$ cat config.mk
export PLATFORM = sky130hd
export DESIGN_NAME = justify_space_distributor_core
export DESIGN_NICKNAME = d
export VERILOG_FILES = /design/src/rtl/jsd_pkg.sv /design/src/rtl/jsd_ctrl.sv /design/src/rtl/jsd_datapath.sv /design/src/rtl/justify_space_distributor_core.sv
export SDC_FILE = /design/constraint.sdc
export NUM_CORES = 1
export LEC_CHECK = 0
export ABC_AREA = 1
export BUFFER_PORTS_ARGS = -buffer_cell sky130_fd_sc_hd__buf_2
export CORE_ASPECT_RATIO = 1.25
export CORE_MARGIN = 4
export CORE_UTILIZATION = 50
export DETAILED_ROUTE_END_ITERATION = 7
export HOLD_SLACK_MARGIN = 0.02
export PLACE_DENSITY_LB_ADDON = 0.12
export SLEW_MARGIN = 20
export SYNTH_ARGS = -nofsm -noshare
export SYNTH_HDL_FRONTEND = slang
export SYNTH_HIERARCHICAL = 1
export SYNTH_SLANG_ARGS = --single-unit
$ cat constraint.sdc
create_clock -name clock -period 5.4 [get_ports clock]
set_clock_uncertainty 0.2 [all_clocks]
set_input_delay 1.08 -clock clock [delete_from_list [all_inputs] [get_ports clock]]
set_output_delay 1.08 -clock clock [all_outputs]
set_load 0.1 [all_outputs]
$ cat src/rtl/jsd_pkg.sv
// Package for the justify space distributor.
// Holds widths, CSR indices, controller states, command and status structs, reset and seed constants.
// No dependencies.
package jsd_pkg;

   localparam int MAX_SPACES_DEFAULT = 64;

   localparam int COUNT_W = 7;
   localparam int PIX_W = 12;
   localparam int MIN_W = 8;
   localparam int INDEX_W = 6;
   localparam int SEED_W = 16;
   localparam int DIV_CNT_W = 4;

   localparam int CSR_IDX_W = 1;
   localparam int CSR_DATA_W = 12;

   localparam logic [CSR_IDX_W-1:0] CSR_AREA_WIDTH = 1'd0;
   localparam logic [CSR_IDX_W-1:0] CSR_MIN_SPACE_WIDTH = 1'd1;

   localparam logic [PIX_W-1:0] AREA_WIDTH_RESET = 12'd320;
   localparam logic [MIN_W-1:0] MIN_SPACE_WIDTH_RESET = 8'd2;

   localparam logic [SEED_W-1:0] SEED_MUL = 16'd17;
   localparam logic [SEED_W-1:0] SEED_ADD = 16'd87;

   typedef enum logic [2:0] {
      ST_IDLE,
      ST_PREP,
      ST_DIV_FREE,
      ST_CHECK,
      ST_SEED,
      ST_PICK_WAIT,
      ST_PICK_TEST,
      ST_EMIT
   } state_type;

   typedef struct packed {
      logic load;
      logic div_start_free;
      logic div_start_seed;
      logic save_quot;
      logic mark_pick;
      logic out_ok_load;
      logic out_fail_load;
   } cmd_type;

   typedef struct packed {
      logic fail_early;
      logic base_low;
      logic extra_zero;
      logic extra_one;
      logic div_busy;
      logic pick_taken;
      logic idx_last;
      logic out_free;
   } status_type;

endpackage

$ cat src/rtl/jsd_ctrl.sv
// Controller state machine of the justify space distributor.
// Sequences division, space picking and result emission; depends on jsd_pkg.
module jsd_ctrl
   import jsd_pkg::*;
(
   input  logic       clock,
   input  logic       reset,
   input  logic       req_valid,
   output logic       req_ready,
   input  status_type status,
   output cmd_type    cmd
);

   state_type state_ff;
   state_type state_in;
   logic      fail_ff;
   logic      fail_in;

   always_ff @(posedge clock) begin
      if (reset) begin
         state_ff <= ST_IDLE;
         fail_ff <= 1'b0;
      end else begin
         state_ff <= state_in;
         fail_ff <= fail_in;
      end
   end

   always_comb begin
      state_in = state_ff;
      fail_in = fail_ff;
      case (state_ff)
         ST_IDLE: begin
            if (req_valid) begin
               state_in = ST_PREP;
               fail_in = 1'b0;
            end
         end
         ST_PREP: begin
            if (status.fail_early) begin
               state_in = ST_EMIT;
               fail_in = 1'b1;
            end else begin
               state_in = ST_DIV_FREE;
            end
         end
         ST_DIV_FREE: begin
            if (!status.div_busy) begin
               state_in = ST_CHECK;
            end
         end
         ST_CHECK: begin
            if (status.base_low) begin
               state_in = ST_EMIT;
               fail_in = 1'b1;
            end else if (status.extra_zero) begin
               state_in = ST_EMIT;
            end else begin
               state_in = ST_SEED;
            end
         end
         ST_SEED: begin
            state_in = ST_PICK_WAIT;
         end
         ST_PICK_WAIT: begin
            if (!status.div_busy) begin
               state_in = ST_PICK_TEST;
            end
         end
         ST_PICK_TEST: begin
            if (!status.pick_taken && status.extra_one) begin
               state_in = ST_EMIT;
            end else begin
               state_in = ST_SEED;
            end
         end
         ST_EMIT: begin
            if (status.out_free && (fail_ff || status.idx_last)) begin
               state_in = ST_IDLE;
            end
         end
         default: begin
            state_in = ST_IDLE;
         end
      endcase
   end

   always_comb begin
      cmd = '0;
      req_ready = 1'b0;
      case (state_ff)
         ST_IDLE: begin
            req_ready = 1'b1;
            cmd.load = req_valid;
         end
         ST_PREP: begin
            cmd.div_start_free = !status.fail_early;
         end
         ST_DIV_FREE: begin
            cmd.save_quot = !status.div_busy;
         end
         ST_SEED: begin
            cmd.div_start_seed = 1'b1;
         end
         ST_PICK_TEST: begin
            cmd.mark_pick = !status.pick_taken;
         end
         ST_EMIT: begin
            cmd.out_fail_load = status.out_free && fail_ff;
            cmd.out_ok_load = status.out_free && !fail_ff;
         end
         default: begin
            cmd = '0;
         end
      endcase
   end

endmodule

$ cat src/rtl/jsd_datapath.sv
// Datapath of the justify space distributor: configuration registers, shared
// restoring divider, pick generator, widened-space flags and result register.
// Depends on jsd_pkg; driven by jsd_ctrl.
module jsd_datapath
   import jsd_pkg::*;
#(
   parameter int MAX_SPACES = MAX_SPACES_DEFAULT
) (
   input  logic                  clock,
   input  logic                  reset,
   input  logic                  csr_we,
   input  logic [CSR_IDX_W-1:0]  csr_index,
   input  logic [CSR_DATA_W-1:0] csr_wdata,
   input  logic [COUNT_W-1:0]    req_space_count,
   input  logic [PIX_W-1:0]      req_text_width,
   output logic                  rsp_valid,
   input  logic                  rsp_ready,
   output logic                  rsp_ok,
   output logic [INDEX_W-1:0]    rsp_gap_index,
   output logic [PIX_W-1:0]      rsp_gap_width,
   output logic                  rsp_last,
   input  cmd_type               cmd,
   output status_type            status
);

   localparam int IDX_W = (MAX_SPACES > 1) ? $clog2(MAX_SPACES) : 1;
   localparam logic [8:0] MAX_SP = 9'(MAX_SPACES);

   logic [PIX_W-1:0]      area_ff;
   logic [MIN_W-1:0]      min_ff;
   logic [COUNT_W-1:0]    spaces_ff;
   logic [PIX_W-1:0]      text_ff;
   logic [PIX_W-1:0]      base_ff;
   logic [COUNT_W-1:0]    extra_ff;
   logic [SEED_W-1:0]     seed_ff;
   logic [SEED_W-1:0]     seed_in;
   logic [MAX_SPACES-1:0] mask_ff;
   logic [COUNT_W-1:0]    idx_ff;

   logic                  div_busy_ff;
   logic [DIV_CNT_W-1:0]  div_cnt_ff;
   logic [SEED_W-1:0]     quo_ff;
   logic [COUNT_W-1:0]    rem_ff;
   logic [COUNT_W:0]      partial;
   logic                  div_ge;
   logic [COUNT_W-1:0]    rem_in;
   logic [SEED_W-1:0]     quo_in;

   logic                  rsp_valid_ff;
   logic                  rsp_ok_ff;
   logic [INDEX_W-1:0]    rsp_index_ff;
   logic [PIX_W-1:0]      rsp_width_ff;
   logic                  rsp_last_ff;

   logic [PIX_W-1:0]      free_px;
   logic [IDX_W-1:0]      pick_idx;
   logic [IDX_W-1:0]      emit_idx;
   logic                  out_free;

   always_ff @(posedge clock) begin
      if (reset) begin
         area_ff <= AREA_WIDTH_RESET;
         min_ff <= MIN_SPACE_WIDTH_RESET;
      end else if (csr_we) begin
         case (csr_index)
            CSR_AREA_WIDTH: area_ff <= csr_wdata;
            CSR_MIN_SPACE_WIDTH: min_ff <= csr_wdata[MIN_W-1:0];
            default: area_ff <= area_ff;
         endcase
      end
   end

   assign free_px = PIX_W'(area_ff - text_ff - 12'd1);
   assign seed_in = SEED_W'(seed_ff * SEED_MUL + SEED_ADD);
   assign pick_idx = IDX_W'(rem_ff);
   assign emit_idx = IDX_W'(idx_ff);
   assign out_free = !rsp_valid_ff || rsp_ready;

   assign partial = {rem_ff, quo_ff[SEED_W-1]};
   assign div_ge = partial >= {1'b0, spaces_ff};
   assign rem_in = div_ge ? COUNT_W'(partial - {1'b0, spaces_ff}) : partial[COUNT_W-1:0];
   assign quo_in = {quo_ff[SEED_W-2:0], div_ge};

   always_ff @(posedge clock) begin
      if (reset) begin
         div_busy_ff <= 1'b0;
         div_cnt_ff <= '0;
      end else if (cmd.div_start_free || cmd.div_start_seed) begin
         div_busy_ff <= 1'b1;
         div_cnt_ff <= '0;
      end else if (div_busy_ff) begin
         div_cnt_ff <= DIV_CNT_W'(div_cnt_ff + 1'b1);
         if (div_cnt_ff == '1) begin
            div_busy_ff <= 1'b0;
         end
      end
   end

   always_ff @(posedge clock) begin
      if (cmd.div_start_free) begin
         quo_ff <= {{(SEED_W-PIX_W){1'b0}}, free_px};
         rem_ff <= '0;
      end else if (cmd.div_start_seed) begin
         quo_ff <= seed_in;
         rem_ff <= '0;
      end else if (div_busy_ff) begin
         quo_ff <= quo_in;
         rem_ff <= rem_in;
      end
   end

   always_ff @(posedge clock) begin
      if (cmd.load) begin
         spaces_ff <= req_space_count;
         text_ff <= req_text_width;
         seed_ff <= '0;
         mask_ff <= '0;
         idx_ff <= '0;
      end else begin
         if (cmd.save_quot) begin
            base_ff <= quo_ff[PIX_W-1:0];
            extra_ff <= rem_ff;
         end
         if (cmd.div_start_seed) begin
            seed_ff <= seed_in;
         end
         if (cmd.mark_pick) begin
            mask_ff[pick_idx] <= 1'b1;
            extra_ff <= COUNT_W'(extra_ff - 1'b1);
         end
         if (cmd.out_ok_load) begin
            idx_ff <= COUNT_W'(idx_ff + 1'b1);
         end
      end
   end

   always_ff @(posedge clock) begin
      if (reset) begin
         rsp_valid_ff <= 1'b0;
      end else if (cmd.out_ok_load || cmd.out_fail_load) begin
         rsp_valid_ff <= 1'b1;
      end else if (rsp_ready) begin
         rsp_valid_ff <= 1'b0;
      end
   end

   always_ff @(posedge clock) begin
      if (cmd.out_ok_load) begin
         rsp_ok_ff <= 1'b1;
         rsp_index_ff <= idx_ff[INDEX_W-1:0];
         rsp_width_ff <= PIX_W'(base_ff + {{(PIX_W-1){1'b0}}, mask_ff[emit_idx]});
         rsp_last_ff <= status.idx_last;
      end else if (cmd.out_fail_load) begin
         rsp_ok_ff <= 1'b0;
         rsp_index_ff <= '0;
         rsp_width_ff <= '0;
         rsp_last_ff <= 1'b1;
      end
   end

   assign rsp_valid = rsp_valid_ff;
   assign rsp_ok = rsp_ok_ff;
   assign rsp_gap_index = rsp_index_ff;
   assign rsp_gap_width = rsp_width_ff;
   assign rsp_last = rsp_last_ff;

   always_comb begin
      status.fail_early = (spaces_ff == '0) || ({2'b00, spaces_ff} > MAX_SP)
                          || ({1'b0, area_ff} <= ({1'b0, text_ff} + 13'd1));
      status.base_low = base_ff < {{(PIX_W-MIN_W){1'b0}}, min_ff};
      status.extra_zero = extra_ff == '0;
      status.extra_one = extra_ff == 7'd1;
      status.div_busy = div_busy_ff;
      status.pick_taken = mask_ff[pick_idx];
      status.idx_last = idx_ff == COUNT_W'(spaces_ff - 1'b1);
      status.out_free = out_free;
   end

`ifndef SYNTHESIS
   assert property (@(posedge clock) disable iff (reset)
      cmd.mark_pick |-> !mask_ff[pick_idx])
      else $error("A space was widened twice.");

   assert property (@(posedge clock) disable iff (reset)
      (cmd.div_start_free || cmd.div_start_seed) |-> !div_busy_ff)
      else $error("Divider restarted while busy.");

   assert property (@(posedge clock) disable iff (reset)
      (cmd.out_ok_load || cmd.out_fail_load) |-> out_free)
      else $error("Result register overwritten before it was taken.");

   assert property (@(posedge clock) disable iff (reset)
      (cmd.mark_pick || cmd.div_start_seed) |-> (extra_ff != '0))
      else $error("Pick issued with no extra pixels left.");

   assert property (@(posedge clock) disable iff (reset)
      (rsp_valid_ff && !rsp_ok_ff) |-> (rsp_last_ff && rsp_index_ff == '0
                                        && rsp_width_ff == '0))
      else $error("Failure transaction carries nonzero fields.");
`endif

endmodule

$ cat src/rtl/justify_space_distributor_core.sv
// Top level of the justify space distributor.
// Instantiates jsd_ctrl and jsd_datapath; depends on jsd_pkg.
//
// Each request transaction describes one text line and produces either one
// failure transaction (ok low) or one transaction per space in index order,
// the last one flagged. A request is accepted only while the block is idle.
// One restoring divider is shared by all work: a line first takes setup and
// the base width division, then generator steps, each with a division, while
// picking the spaces that get an extra pixel (including steps that land on an
// already widened space), then one space transaction per cycle while the
// consumer keeps rsp_ready high.
module justify_space_distributor_core
   import jsd_pkg::*;
#(
   parameter int MAX_SPACES = MAX_SPACES_DEFAULT
) (
   input  logic                  clock,
   input  logic                  reset,
   input  logic                  csr_we,
   input  logic [CSR_IDX_W-1:0]  csr_index,
   input  logic [CSR_DATA_W-1:0] csr_wdata,
   input  logic                  req_valid,
   output logic                  req_ready,
   input  logic [COUNT_W-1:0]    req_space_count,
   input  logic [PIX_W-1:0]      req_text_width,
   output logic                  rsp_valid,
   input  logic                  rsp_ready,
   output logic                  rsp_ok,
   output logic [INDEX_W-1:0]    rsp_gap_index,
   output logic [PIX_W-1:0]      rsp_gap_width,
   output logic                  rsp_last
);

   cmd_type    cmd;
   status_type status;

   jsd_ctrl u_ctrl (
      .clock     (clock),
      .reset     (reset),
      .req_valid (req_valid),
      .req_ready (req_ready),
      .status    (status),
      .cmd       (cmd)
   );

   jsd_datapath #(
      .MAX_SPACES (MAX_SPACES)
   ) u_datapath (
      .clock           (clock),
      .reset           (reset),
      .csr_we          (csr_we),
      .csr_index       (csr_index),
      .csr_wdata       (csr_wdata),
      .req_space_count (req_space_count),
      .req_text_width  (req_text_width),
      .rsp_valid       (rsp_valid),
      .rsp_ready       (rsp_ready),
      .rsp_ok          (rsp_ok),
      .rsp_gap_index   (rsp_gap_index),
      .rsp_gap_width   (rsp_gap_width),
      .rsp_last        (rsp_last),
      .cmd             (cmd),
      .status          (status)
   );

endmodule
# Yosys cells after proc, flatten, opt, wreduce, memory -nomap -nowiden
# Cells that the tools add are included.
[word_totals]
reg_bits = 198
latch_bits = 0
mem_bits_rw = 0
rom_bits = 0
inputBits = 37
mem_count = 0
[op_classes]
addsub = 10
multipliers = 1
div_mod_pow = 0
magnitude_cmp = 7
n_eq_ne = 16
n_shift = 0
muxes = 43
n_bitwise = 3
reduce_logical = 33
[ops]
columns = ["op", "n"]
rows = [
  ["OR 64 bit", 1],
  ["2-to-1 mux 12 bit", 3],
  ["2-to-1 mux 16 bit", 2],
  ["one-hot mux 3 bit (8 select lines)", 1],
  ["2-to-1 mux 7 bit", 3],
  ["2-to-1 mux 1 bit", 19],
  ["2-to-1 mux 3 bit", 6],
  ["adder 16 x 7 -> 16 bit (second input constant)", 1],
  ["multiplier 16 x 5 -> 16 bit (second input constant)", 1],
  ["zero test 7 bit", 2],
  ["< comparator 6 x 7 -> 1 bit (second input constant)", 2],
  ["subtractor 7 x 1 -> 7 bit (second input constant)", 2],
  ["adder 12 x 1 -> 13 bit (second input constant)", 1],
  ["<= comparator 12 x 13 -> 1 bit", 1],
  ["adder 12 x 1 -> 12 bit", 1],
  ["binary-select mux 1 bit (select 6 bit)", 2],
  ["== test 3 bit (second input constant)", 4],
  ["< comparator 12 x 8 -> 1 bit", 1],
  ["2-to-1 mux 6 bit", 2],
  ["subtractor 12 x 1 -> 12 bit (second input constant)", 1],
  ["subtractor 12 bit", 1],
  ["greater-or-equal comparator 8 x 7 -> 1 bit", 1],
  ["!= test 2 bit (second input constant)", 4],
  ["AND reduction 2 bit", 4],
  ["other kinds (23)", 47],
]

# Logic depth before layout (Yosys ltp)
[logic_depth]
word_depth = 7
depth_mapped = 20
ltp_nobuf = 19

# Hierarchy
# The synthesis kept the hierarchy.
[by_module_without_submodules]
columns = ["mod", "n_inst", "cells_each", "area_per_inst_um2", "seq_area_each_um2"]
rows = [
  ["jsd_datapath", 1, 1546, 11606.1, 4574.4],
  ["jsd_ctrl", 1, 63, 362.8, 80.1],
]

# Worst setup path after synthesis
# No wires, ideal clock.
[synth_timing]
kind = "reg-to-reg"
startpoint = "reg u_ctrl.state_ff[1]"
endpoint = "reg u_datapath.base_ff[0] (enable)"
setup_time_ns = 0.301
arrival_time_ns = 3.536
required_time_ns = 4.899
setup_slack_ns = 1.363
stages_incl_launch_ff = 10
period_less_slack_ns = 4.037
cell_sequence = "dfxtp_1 inv_2 nand2_2 nor2_2 inv_1 nor2_1 clkbuf_1 clkbuf_1 buf_1 nor2_1"
[synth_lines]
columns = ["element", "line_no", "rtl"]
rows = [
  ["start, declared", "jsd_ctrl.sv:14", "state_type state_ff;"],
  ["start signal, assigned", "jsd_ctrl.sv:24", "state_ff <= state_in;"],
  ["end signal, assigned", "jsd_datapath.sv:121", "base_ff <= quo_ff[PIX_W-1:0];"],
  ["end, declared", "jsd_datapath.sv:33", "logic [PIX_W-1:0] base_ff;"],
]

==> qor.csv <==
metric,value,unit
DRT antenna net count,0,
die area,0.0265,mm²
chip height,181,µm
GR Overflow Total,0,
clock root buffer,clkbuf_16,
standard-cell row count,63,
WS Path Type,flop to flop,
Syn Nets,1732,
Util after Layout,54.8,%
Fmax,236,MHz
PD cells,450,mW/mm²
syn_area_per_cell,7.44,µm²
Worst EP arrival,4110,ps
final net count,1758,
Top Ports,59,
WL final,31900,µm
Max Root-Sink Buffers,2,
vias in the first global route,10100,
Worst-Skew Late Latency,440,ps
setup TNS,0,ps
power consumption,5.83,mW
final setup vio count,0,
Final Cycle Share,78.6,%
core box area,0.0236,mm²
First-pass DRT Iterations,8,
DR DRC count,0,
Slew HR,38.2,%
CTS resizes,0,
Placement Setup Slack,1250,ps
Setup crit start kind,flop,
hold_buf cts,0,
vias per cell,5.41,
first-pass GRT wire length,51100,µm
status,"complete, no violations",
largest net degree at the start of global routing,42,
FILL cells,2337,
RSZ-0062 raised after global routing,false,
register area share after synthesis,38.9,%
most common flop cell mapped by yosys,dfxtp_1,
Initial Util,50.6,%
CTS Buf Count,17,
WL per Instance,16.4,µm
"FFs w/ async S/R, synth",0,%
count of pins over their slew limit,0,
CP Capture Type,flop,
fin crit period,4250,ps
DP Wirelength,24000,µm
Syn. warnings,6,
initial DRC count,558,
RD Place Congestion,0.865,
initial antenna violation count,0,
I/O Buffers,58,
setup bufs post-CTS,0,
Worst-path clk slew,80,ps
critical-path maximum fanout,37,
CTS sink count,198,
worst vdd ir,0.000320,V
Max Cap Viol,0,
area delta synth->final,8.24,%
H-tree level count,4,
fraction of layout cells with a size suffix above 1,8.56,%
GRT Total Usage,23.9,%
Post-synth EDFFs,69,
leakage,5.79,nW
Worst-Margin Slew,923,ps
CP required,5260,ps
CTS tree,yes,
final hold vios,0,
ant diodes,0,
Final WS setup,1150,ps
distinct cell type count after synthesis,47,
Die X,146,µm
post-synthesis cell count,1609,
DR vias,10500,
Hold/Removal Path Class,flop to flop,
Syn Std Cell Area,0.0120,mm²
post-synthesis register bit count,198,
-- cell type report --
class,instances,area [µm²],share of cell area (%)
Sequential cell,198,4660,35.9
Clock inverter,13,108,0.831
Timing Repair Buffer,69,373,2.88
Tap cell,292,365,2.82
Clock buffer,19,454,3.51
Inverter,192,721,5.56
Multi-Input combinational cell,1157,6280,48.5
-- cell families after synthesis --
logic type	count (synthesis)	synth area share, %
buf+inv	254	8.72
xor+xnor	31	2.27
compound gates	303	13.6
flops	198	38.9
simple gates	737	27.2
fa+ha+maj	86	9.30
-- worst max-delay path, cell delays in order, from the launching register on --
cell and delay, ps:
dfxtp_2 750, inv_2 360, nand2_1 130, o21ai_0 90
nand2_1 80, nand2_1 80, nand2_1 70, nand2_1 50
nand2_1 50, nand2_1 50, nor2_1 80, nand2_1 100
nor4_1 660, inv_2 460, a21oi_1 630
-- synth_stat cells, types with 5 or more instances --
cell | instances | area share [%]
inv_2 | 9 | 0.28
inv_1 | 181 | 5.7
a31oi_1 | 6 | 0.31
o21ai_0 | 99 | 4.1
nor3_1 | 22 | 0.92
nor2_1 | 144 | 4.5
edfxtp_1 | 69 | 17
nand3_1 | 86 | 3.6
buf_4 | 8 | 0.50
dfxtp_1 | 129 | 22
nand2_1 | 419 | 13
nor3b_1 | 8 | 0.50
clkbuf_1 | 23 | 0.72
buf_2 | 24 | 1.0
or2_2 | 5 | 0.26
xor2_1 | 19 | 1.4
fa_1 | 5 | 0.84
nand3b_1 | 5 | 0.31
a21oi_1 | 154 | 6.4
o211ai_1 | 19 | 1.2
xnor2_1 | 12 | 0.88
nand4_1 | 18 | 0.94
nor4_4 | 9 | 1.6
nor3_2 | 8 | 0.67
o21ai_1 | 5 | 0.21
ha_1 | 81 | 8.5
-- per-layer routing --
layer	GRT usage, %	up-vias	part of all wire (%)
met5	0	-	0
met4	10.9	0	4.1
met3	3.26	66	3.3
met2	45.1	230	54
met1	26.3	4846	39
li1	-	5352	-
-- cells in the final DEF, fill, tap and decap left out, types with 19 or more instances in the layout --
cell	synthesis	layout
nand2_1	419	419
inv_1	181	181
a21oi_1	154	154
nor2_1	144	143
dfxtp_1	129	128
o21ai_0	99	99
nand3_1	86	86
ha_1	81	81
edfxtp_1	69	69
buf_2	24	58
nor3_1	22	22
o211ai_1	19	19
xor2_1	19	19
-- final timing paths --
kind | startpoint | endpoint | slack [ps] | cells past startpoint
setup / recovery | u_datapath/rem_ff[0] | u_datapath/extra_ff[0] | 1150 | 14
setup reg to reg | u_datapath/rem_ff[0] | u_datapath/extra_ff[0] | 1150 | 14
hold / removal | u_datapath/min_ff[0] | u_datapath/min_ff[0] | 260 | 2
hold reg to reg | u_datapath/min_ff[0] | u_datapath/min_ff[0] | 260 | 2
-- flip-flops by register name, summed over array words and instances, names as in the netlist, 8 cells and up --
register,flops
u_datapath/mask_ff,64
u_datapath/min_ff,8
u_datapath/rsp_gap_width,12
u_datapath/text_ff,12
u_datapath/area_ff,12
u_datapath/seed_ff,16
u_datapath/quo_ff,16
u_datapath/base_ff,12
-- power by group --
part           internal [mW]  total [mW]  switching (mW)
Sequential              1.89        2.19           0.297
Clock                  0.633        1.24           0.605
Combinational          0.725        2.41            1.68
-- through the flow --
step                cells  instance area, µm²  hold slack (ps)
global placement     1908               12400              248
finish               1940               13000              262
detailed placement   1908               12400              252
global route         1940               13000              291
floorplan            1609               12000              221
CTS                  1940               13000              265
No activity file was read; power rests on OpenSTA's default activity.
